### src/ls2p_pkg.sv
package ls2p_pkg;

	// Default number of CORDIC micro-rotations.
	localparam int CordicStagesDef = 24;

	// CORDIC gain 0.60725293500888 in Q30.
	localparam int GainW = 30;
	localparam logic [GainW-1:0] CORDIC_GAIN_Q30 = 30'd652032874;

	// Rounded atan(2^-i) in binary angle units (full turn = 2^32).
	localparam int AtanW = 30;
	localparam logic [AtanW-1:0] ATAN_TAB [32] = '{
		30'd536870912, 30'd316933406, 30'd167458907, 30'd85004756,
		30'd42667331,  30'd21354465,  30'd10679838,  30'd5340245,
		30'd2670163,   30'd1335087,   30'd667544,    30'd333772,
		30'd166886,    30'd83443,     30'd41722,     30'd20861,
		30'd10430,     30'd5215,      30'd2608,      30'd1304,
		30'd652,       30'd326,       30'd163,       30'd81,
		30'd41,        30'd20,        30'd10,        30'd5,
		30'd3,         30'd1,         30'd1,         30'd0
	};

	localparam int RangeW = 24;
	localparam int CoordW = 32;
	localparam int AngleW = 32;
	localparam int CfgIdxW = 8;
	localparam int CfgDataW = 32;

	// Configuration register indexes.
	typedef enum logic [CfgIdxW-1:0] {
		REG_START_ANGLE = 8'd0,
		REG_ANGLE_STEP  = 8'd1,
		REG_RANGE_LO    = 8'd2,
		REG_RANGE_HI    = 8'd3,
		REG_NEAR_LIMIT  = 8'd4,
		REG_MOUNT_X     = 8'd5,
		REG_MOUNT_Y     = 8'd6,
		REG_MOUNT_YAW   = 8'd7
	} cfg_reg_t;

	typedef struct packed {
		logic [RangeW-1:0] range;
		logic              range_finite;
		logic              first_beam;
		logic              last_beam;
	} beam_t;

	typedef struct packed {
		logic signed [CoordW-1:0] point_x;
		logic signed [CoordW-1:0] point_y;
		logic                     scan_end;
	} point_t;

endpackage

### src/laser_scan_to_points.sv
// Converts laser scan beams into points in the base frame. Each accepted beam takes its angle
// from start_angle on a scan's first beam, otherwise from the running beam angle, which then
// advances by angle_step. A beam that is not finite, or whose range lies outside
// [range_lo, range_hi] or not above near_limit, is dropped: it produces no transfer on the
// point channel. A kept beam is rotated by beam angle plus mount_yaw with a single iterative
// CORDIC unit and shifted by the mount offset, with both coordinates saturated to 32 bits.
// A kept beam holds the beam channel stalled after its transfer through a multiply step, a
// set-up step, one micro-rotation per cycle and a rounding step, so no new beam is taken
// until the last one is through; the rounding step waits further only if the previous point
// still sits unaccepted in the output register. Configuration writes are always taken.
module laser_scan_to_points
	import ls2p_pkg::*;
#(
	parameter int CORDIC_STAGES = CordicStagesDef
) (
	input  logic                clk,
	input  logic                arst_n,
	input  logic                beam_valid,
	output logic                beam_stall,
	input  beam_t               beam,
	output logic                point_valid,
	input  logic                point_stall,
	output point_t              point,
	input  logic                cfg_valid,
	output logic                cfg_ready,
	input  logic [CfgIdxW-1:0]  cfg_index,
	input  logic [CfgDataW-1:0] cfg_data
);

	// Datapath widths. The rotated vector never exceeds about 2^54 in Q30, so 57 bits leave
	// headroom for the floor shifts. The residual angle stays well inside 34 bits.
	localparam int ProdW = RangeW + GainW;
	localparam int XW    = ProdW + 3;
	localparam int ZW    = AngleW + 2;
	localparam int SumW  = CoordW + 2;
	localparam int RndW  = XW - 30;
	localparam int CntW  = $clog2(CORDIC_STAGES);

	// One-hot sequencer states.
	typedef enum logic [4:0] {
		ST_IDLE = 5'b00001,
		ST_MUL  = 5'b00010,
		ST_PREP = 5'b00100,
		ST_ROT  = 5'b01000,
		ST_FIN  = 5'b10000
	} state_t;

	state_t state_q;

	// Configuration registers.
	logic [AngleW-1:0]        start_angle_q;
	logic [AngleW-1:0]        angle_step_q;
	logic [RangeW-1:0]        range_lo_q;
	logic [RangeW-1:0]        range_hi_q;
	logic [RangeW-1:0]        near_limit_q;
	logic signed [CoordW-1:0] mount_x_q;
	logic signed [CoordW-1:0] mount_y_q;
	logic [AngleW-1:0]        mount_yaw_q;

	// Beam state and working registers.
	logic [AngleW-1:0]    beam_angle_q;
	logic [AngleW-1:0]    theta_q;
	logic [RangeW-1:0]    range_q;
	logic                 last_q;
	logic [ProdW-1:0]     prod_q;
	logic signed [XW-1:0] x_q;
	logic signed [XW-1:0] y_q;
	logic signed [ZW-1:0] z_q;
	logic [CntW-1:0]      cnt_q;

	logic   point_valid_q;
	point_t point_q;

	logic              beam_xfer;
	logic              keep;
	logic [AngleW-1:0] angle_cur;
	logic              flip;
	logic [AngleW-1:0] theta_adj;
	logic [XW-1:0]     prod_ext;

	logic signed [XW-1:0] dx;
	logic signed [XW-1:0] dy;
	logic signed [ZW-1:0] atan_ext;
	logic                 rot_last;

	logic signed [XW-1:0]     x_bias;
	logic signed [XW-1:0]     y_bias;
	logic signed [SumW-1:0]   x_sum;
	logic signed [SumW-1:0]   y_sum;
	logic signed [CoordW-1:0] x_sat;
	logic signed [CoordW-1:0] y_sat;
	logic                     out_free;

	function automatic logic signed [CoordW-1:0] sat_coord(input logic signed [SumW-1:0] v);
		logic hi_ok;
		logic lo_ok;
		hi_ok = (v[SumW-1:CoordW-1] == '0);
		lo_ok = (v[SumW-1:CoordW-1] == '1);
		if (hi_ok || lo_ok) begin
			sat_coord = v[CoordW-1:0];
		end else if (v[SumW-1]) begin
			sat_coord = {1'b1, {(CoordW-1){1'b0}}};
		end else begin
			sat_coord = {1'b0, {(CoordW-1){1'b1}}};
		end
	endfunction

	// The beam channel is only open while the sequencer is idle.
	assign beam_stall = (state_q != ST_IDLE);
	assign beam_xfer  = beam_valid && !beam_stall;
	assign cfg_ready  = 1'b1;

	assign angle_cur = beam.first_beam ? start_angle_q : beam_angle_q;
	assign keep = beam.range_finite && (beam.range >= range_lo_q) &&
	              (beam.range <= range_hi_q) && (beam.range > near_limit_q);

	// An angle in the left half plane, [2^30, 3*2^30), is brought into range by a half turn,
	// which is a negation of the start vector.
	assign flip      = theta_q[AngleW-1] ^ theta_q[AngleW-2];
	assign theta_adj = {theta_q[AngleW-1] ^ flip, theta_q[AngleW-2:0]};
	assign prod_ext  = {{(XW-ProdW){1'b0}}, prod_q};

	// Shared micro-rotation: two floor shifts by the stage number and one table lookup.
	assign dx       = y_q >>> cnt_q;
	assign dy       = x_q >>> cnt_q;
	assign atan_ext = ZW'(ATAN_TAB[5'(cnt_q)]);
	assign rot_last = (cnt_q == CntW'(CORDIC_STAGES - 1));

	// Round to nearest with halves upwards, add the mount offset and saturate. The rounded
	// coordinate is signed, so it is sign extended before the offset is added.
	assign x_bias = x_q + (XW'(1) <<< 29);
	assign y_bias = y_q + (XW'(1) <<< 29);
	assign x_sum  = SumW'($signed(x_bias[XW-1:XW-RndW])) + SumW'(mount_x_q);
	assign y_sum  = SumW'($signed(y_bias[XW-1:XW-RndW])) + SumW'(mount_y_q);
	assign x_sat  = sat_coord(x_sum);
	assign y_sat  = sat_coord(y_sum);

	// The output register can take a new point when it is empty or being emptied.
	assign out_free = !point_valid_q || !point_stall;

	always_ff @(posedge clk or negedge arst_n) begin
		if (!arst_n) begin
			start_angle_q <= '0;
			angle_step_q  <= '0;
			range_lo_q    <= '0;
			range_hi_q    <= '1;
			near_limit_q  <= RangeW'(41);
			mount_x_q     <= '0;
			mount_y_q     <= '0;
			mount_yaw_q   <= '0;
		end else if (cfg_valid && cfg_ready) begin
			case (cfg_index)
				REG_START_ANGLE: start_angle_q <= cfg_data;
				REG_ANGLE_STEP:  angle_step_q  <= cfg_data;
				REG_RANGE_LO:    range_lo_q    <= cfg_data[RangeW-1:0];
				REG_RANGE_HI:    range_hi_q    <= cfg_data[RangeW-1:0];
				REG_NEAR_LIMIT:  near_limit_q  <= cfg_data[RangeW-1:0];
				REG_MOUNT_X:     mount_x_q     <= cfg_data;
				REG_MOUNT_Y:     mount_y_q     <= cfg_data;
				REG_MOUNT_YAW:   mount_yaw_q   <= cfg_data;
				default: ;
			endcase
		end
	end

	always_ff @(posedge clk or negedge arst_n) begin
		if (!arst_n) begin
			state_q       <= ST_IDLE;
			beam_angle_q  <= '0;
			point_valid_q <= 1'b0;
		end else begin
			// A finished point fills the output register; otherwise it empties on a transfer.
			if (state_q == ST_FIN && out_free) begin
				point_valid_q <= 1'b1;
			end else if (!point_stall) begin
				point_valid_q <= 1'b0;
			end
			case (state_q)
				ST_IDLE: begin
					if (beam_xfer) begin
						beam_angle_q <= angle_cur + angle_step_q;
						if (keep) begin
							state_q <= ST_MUL;
						end
					end
				end
				ST_MUL:  state_q <= ST_PREP;
				ST_PREP: state_q <= ST_ROT;
				ST_ROT: begin
					if (rot_last) begin
						state_q <= ST_FIN;
					end
				end
				ST_FIN: begin
					if (out_free) begin
						state_q <= ST_IDLE;
					end
				end
				default: state_q <= ST_IDLE;
			endcase
		end
	end

	// Working registers carry no reset: they are always loaded before use.
	always_ff @(posedge clk) begin
		case (state_q)
			ST_IDLE: begin
				theta_q <= angle_cur + mount_yaw_q;
				range_q <= beam.range;
				last_q  <= beam.last_beam;
			end
			ST_MUL: begin
				prod_q <= range_q * CORDIC_GAIN_Q30;
			end
			ST_PREP: begin
				x_q   <= flip ? -$signed(prod_ext) : $signed(prod_ext);
				y_q   <= '0;
				z_q   <= ZW'($signed(theta_adj));
				cnt_q <= '0;
			end
			ST_ROT: begin
				if (z_q >= 0) begin
					x_q <= x_q - dx;
					y_q <= y_q + dy;
					z_q <= z_q - atan_ext;
				end else begin
					x_q <= x_q + dx;
					y_q <= y_q - dy;
					z_q <= z_q + atan_ext;
				end
				cnt_q <= cnt_q + CntW'(1);
			end
			ST_FIN: begin
				if (out_free) begin
					point_q.point_x  <= x_sat;
					point_q.point_y  <= y_sat;
					point_q.scan_end <= last_q;
				end
			end
			default: ;
		endcase
	end

	assign point_valid = point_valid_q;
	assign point       = point_q;

	// A kept beam always starts the multiply step in the next cycle.
	a_kept_starts: assert property (@(posedge clk) disable iff (!arst_n)
		beam_xfer && keep |=> state_q == ST_MUL)
		else $error("kept beam did not start the rotation");

	// A dropped beam produces no work and leaves the channel open.
	a_drop_idle: assert property (@(posedge clk) disable iff (!arst_n)
		beam_xfer && !keep |=> state_q == ST_IDLE)
		else $error("dropped beam started the rotation");

	// The running angle advances by exactly one step for every beam, kept or dropped.
	a_angle_adv: assert property (@(posedge clk) disable iff (!arst_n)
		beam_xfer |=> beam_angle_q == $past(angle_cur + angle_step_q))
		else $error("beam angle did not advance");

	// A new point only appears on leaving the rounding state.
	a_point_src: assert property (@(posedge clk) disable iff (!arst_n)
		$rose(point_valid_q) |-> $past(state_q == ST_FIN))
		else $error("point produced outside the rounding state");

	// The rotation state always leaves after the configured number of stages.
	a_rot_len: assert property (@(posedge clk) disable iff (!arst_n)
		state_q == ST_ROT && rot_last |=> state_q == ST_FIN)
		else $error("rotation overran its stage count");

	a_onehot: assert property (@(posedge clk) disable iff (!arst_n)
		$onehot(state_q))
		else $error("sequencer state not one-hot");

endmodule
### config.mk
export PLATFORM = sky130hd
export DESIGN_NAME = laser_scan_to_points
export DESIGN_NICKNAME = d
export VERILOG_FILES = /design/src/ls2p_pkg.sv /design/src/laser_scan_to_points.sv
export SDC_FILE = /design/constraint.sdc
export NUM_CORES = 2
export LEC_CHECK = 0
export ABC_AREA = 1
export BUFFER_PORTS_ARGS = -buffer_cell sky130_fd_sc_hd__buf_2
export CELL_PAD_IN_SITES_DETAIL_PLACEMENT = 0
export CELL_PAD_IN_SITES_GLOBAL_PLACEMENT = 1
export CORE_MARGIN = 2
export CORE_UTILIZATION = 27
export CTS_CLUSTER_DIAMETER = 150
export DETAILED_ROUTE_END_ITERATION = 10
export GPL_ROUTABILITY_DRIVEN = 0
export PLACE_DENSITY_LB_ADDON = 0.08
export SYNTH_ARGS = -nofsm -noshare
export SYNTH_HDL_FRONTEND = slang
export SYNTH_SLANG_ARGS = --single-unit
### constraint.sdc
create_clock -name clk -period 10.71 [get_ports clk]
set_clock_uncertainty 0.2 [all_clocks]
set_input_delay 1.071 -clock clk [delete_from_list [all_inputs] [get_ports clk]]
set_output_delay 1.071 -clock clk [all_outputs]
set_load 0.05 [all_outputs]
==> out/metrics.csv <==
stage,metric,value,unit
timing,portion of the clock cycle consumed by the worst path in the final layout,71.09,%
synthesis,count of warnings emitted by yosys,0,
route,DRC Markers,0,
grt,wire length of the first global-routing pass,416900,um
synthesis,distinct cell type count after synthesis,72,
floorplanning,Rows,180,
synthesis,nets in the synthesized netlist,9938,
clock_network,CTS H-tree lvls,3,
status,result of the run,"complete, no violations",
route,number of nets with antenna violations after routing,0,
synthesis,Synth Cell Area,65180,um^2
setup_path,CP Max Fanout,6,
timing,maximum achievable frequency,0.1313,GHz
synthesis,largest cells by area after synthesis,"edfxtp_1 15%, nand2_1 12%, ha_1 11%",
route,count of vias placed by the detailed router,60880,
clock_network,Num CTS Buffers,88,
synthesis,sequential cell area fraction in the yosys report,25.53,%
placement,DPL Wire Length,232600,um
cells_and_area,# fillers,26390,
placement,PortBufs,138,
synthesis,"Primary FF master, synth",edfxtp_1,
setup_path,Critical Setup Path Class,reg2reg,
clock_network,post-cts hold buffer count,0,
clock_network,maximum buffer depth of the clock tree,3,
synthesis,Post-synth EDFFs,328,
timing,unrepaired setup endpoints after global routing,no,
timing,count of endpoints failing setup in the final report,0,
grt,antenna violations before repair,28,
timing,Final Hold Viols,0,
setup_path,largest delay contributor family on the critical path,adder cells,
timing,Max-Slew Margin vs Limit,25.06,%
floorplanning,overall die width,495.3,um
setup_path,most numerous cell on the critical path,inv_1,
setup_path,R2R setup slack,3100,ps
cells_and_area,synthesis-to-layout area growth,11.02,%
synthesis,post-synthesis instance total,8974,
synthesis,Synth top area share,15.11,%
clock_network,# Post-CTS Setup Buffers,0,
cells_and_area,fraction of layout instances using a drive strength above 1,5.970,%
synthesis,mean area per synthesized cell,7.263,um^2
grt,GRT Residual Overflow,0,
synthesis,"area leader, netlist",edfxtp_1,
setup_path,Critical Path RT,11010,ps
synthesis,async set-or-reset flop fraction in the synthesized netlist,45.15,%
clock_network,clock tree from TritonCTS,done,
cells_and_area,fin nets,9968,
clock_network,Clock Sink Count,598,
setup_path,worst path arrival time,7920,ps
clock_network,clock tree root driver cell,clkbuf_16,
setup_path,reg2reg start,range_q[9],
floorplanning,Initial Util,27.12,%
timing,Worst Tran Pin Value,1117,ps
route,detailed-route wire length,283400,um
setup_path,Crit path largest cell delay,690,ps
hold_path,class of the most critical hold timing path,in2async,
floorplanning,floorplan die area,245400,um^2
grt,pin count of the biggest net entering global routing,90,
setup_path,Critical Path Slowest Stage Cell,ha_1,
run,max_cap viols,0,
route,drt initial violations,4683,
timing,minimum clock period,7614,ps
setup_path,r2r worst-path depth,25,
clock_network,clock transition at the registers of the reported paths,70,ps
floorplanning,Core Region,240300,um^2
grt,vias in the first global route,61820,
floorplanning,Boundary Pins,140,
route,number of detailed-route iterations in the first pass,8,
synthesis,synthesis-stage register bit count,598,
setup_path,Setup crit end kind,flip-flop,
route,Routed WL per cell,23.10,um
route,post-DR vias/cell,4.964,
clock_network,clock latency of the later-clocked register in the worst-skew pair,780,ps
setup_path,CP bufs+invs,7,
clock_network,post-CTS sizing,0,
setup_path,startpoint class of the critical path,flip-flop,
timing,Setup Total Neg Slack,0,ps
timing,number of max-slew violations in the final report,0,
setup_path,reg-to-reg endpoint,prod_q[49],
floorplanning,y dimension of the die,495.3,um
grt,GRT Util Overall,22.80,%
kinds of logic (layout without fill, tap and decap cells):
group / Yosys count / in the layout / synth area share (%)
AOI/OAI and AO/OA: 1660 / 1660 / 14.02
xor gates and xnor gates: 370 / 370 / 4.972
adders and majority gates: 892 / 892 / 20.58
buffers and inverters: 1493 / 1597 / 8.932
DFF: 598 / 598 / 25.53
muxes: 20 / 20 / 0.3455
other: 1 / 3 / 0.005753
and+or+nand+nor: 3940 / 3940 / 25.62
worst max-delay path by stage:
stage,startpoint,to,slack (ps),cells after the start
after global routing,cnt_q[0],z_q[30],2790,23
final,range_q[9],prod_q[49],3100,25
after CTS,range_q[9],prod_q[49],3010,25
after global placement,cnt_q[0],x_q[37],3030,26
after detailed placement,range_q[9],prod_q[49],3020,25
after floorplan,state_q[2],beam_stall,3330,4
layer usage:
layer / up-vias / part of all wire, % / track usage (%)
met5: - / 0 / 0
met4: 0 / 2.9 / 5.893
met3: 279 / 3.8 / 2.297
met2: 1426 / 47 / 38.11
met1: 29300 / 47 / 31.26
li1: 29880 / - / -
area by class of cell:
cell class / instances / area (um^2) / share of cell area [%]
inverters: 1244 / 4682 / 6.470
flip-flops and latches: 598 / 16640 / 23.00
clock buffers: 111 / 2389 / 3.301
diodes: 2 / 5.005 / 0.006916
clock inverters: 53 / 782.0 / 1.081
well taps: 3185 / 3985 / 5.507
repair buffers: 189 / 1109 / 1.532
multi-input cells: 6883 / 42770 / 59.11
sequential cells by signal, summed over array words and instances, names as in the netlist, 32 cells and up:
register       cells
prod_q            53
x_q               57
point             65
theta_q           32
start_angle_q     32
mount_y_q         32
y_q               57
beam_angle_q      32
angle_step_q      32
mount_x_q         32
mount_yaw_q       32
z_q               34
placed cells by master (no fill, tap or decap), types with 12 or more instances in the layout:
cell          n
edfxtp_1    328
o21ai_1      49
o211ai_1     22
inv_1      1205
nand2_2      24
clkbuf_1     13
buf_2       137
clkbuf_16    88
o221ai_1     12
o21ai_0     700
or2_2        26
o31ai_1      14
o22ai_1      20
and3_1       12
ha_1        592
a21boi_0     24
nand3_1     834
o21bai_1     33
fa_1        300
nor2_1      672
xnor2_1     134
bufinv_16    13
a21o_1       36
buf_4        49
a211oi_1     14
nor4_1       31
nand2_1    2076
nor3_1       99
dfstp_2      28
a31oi_1      66
xor2_1      236
nand4_1      79
inv_2        31
nor2_2       32
nor3_2       15
a21oi_1     573
dfrtp_1     242
clkinv_2     17
mux2_2       20
o21a_1       49
synthesized netlist by cell type, types with 27 or more instances:
master / n
a21oi_1: 574
o21ai_1: 49
inv_1: 1207
ha_1: 592
a21o_1: 36
edfxtp_1: 328
buf_2: 67
dfstp_2: 28
nor3_1: 101
fa_1: 300
a31oi_1: 66
xor2_1: 236
o21ai_0: 700
buf_1: 27
nand4_1: 79
o21bai_1: 33
nor4_1: 33
xnor2_1: 134
o21a_1: 49
nor2_2: 31
clkbuf_1: 129
inv_2: 32
nand3_1: 834
nand2_1: 2082
dfrtp_1: 242
nor2_1: 673
per-stage QoR:
stage          util (%)  cell area, um^2  hold WS (ps)  cells  worst slack [ps]
6_report          30.11            72370         119.3  12270              3096
5_1_grt           30.11            72360         126.0  12260              2788
4_1_cts           30.11            72360         85.35  12260              3011
3_5_place_dp      28.79            69190         208.4  12100              3023
3_3_place_gp      28.79            69180         207.0  12100              3030
2_1_floorplan         -            65180         200.3   8974              3327
worst reg2reg max path, cell delays in order, from the launching register on:
cell,delay [ps]
edfxtp_1,610
ha_1,690
inv_1,140
fa_1,660
inv_1,80
fa_1,510
inv_1,50
fa_1,480
inv_1,60
fa_1,510
fa_1,540
inv_1,50
fa_1,520
inv_1,40
ha_1,350
a21oi_1,260
inv_1,60
a21oi_1,160
o21ai_0,130
nand2_1,80
nand2_1,50
a31oi_1,410
o21ai_0,240
nand3_1,180
o21ai_0,140
xor2_1,170
Power is left out: the tool's default activity adds up to more than one toggle a clock period on the data nets, which glitch-free logic cannot reach.
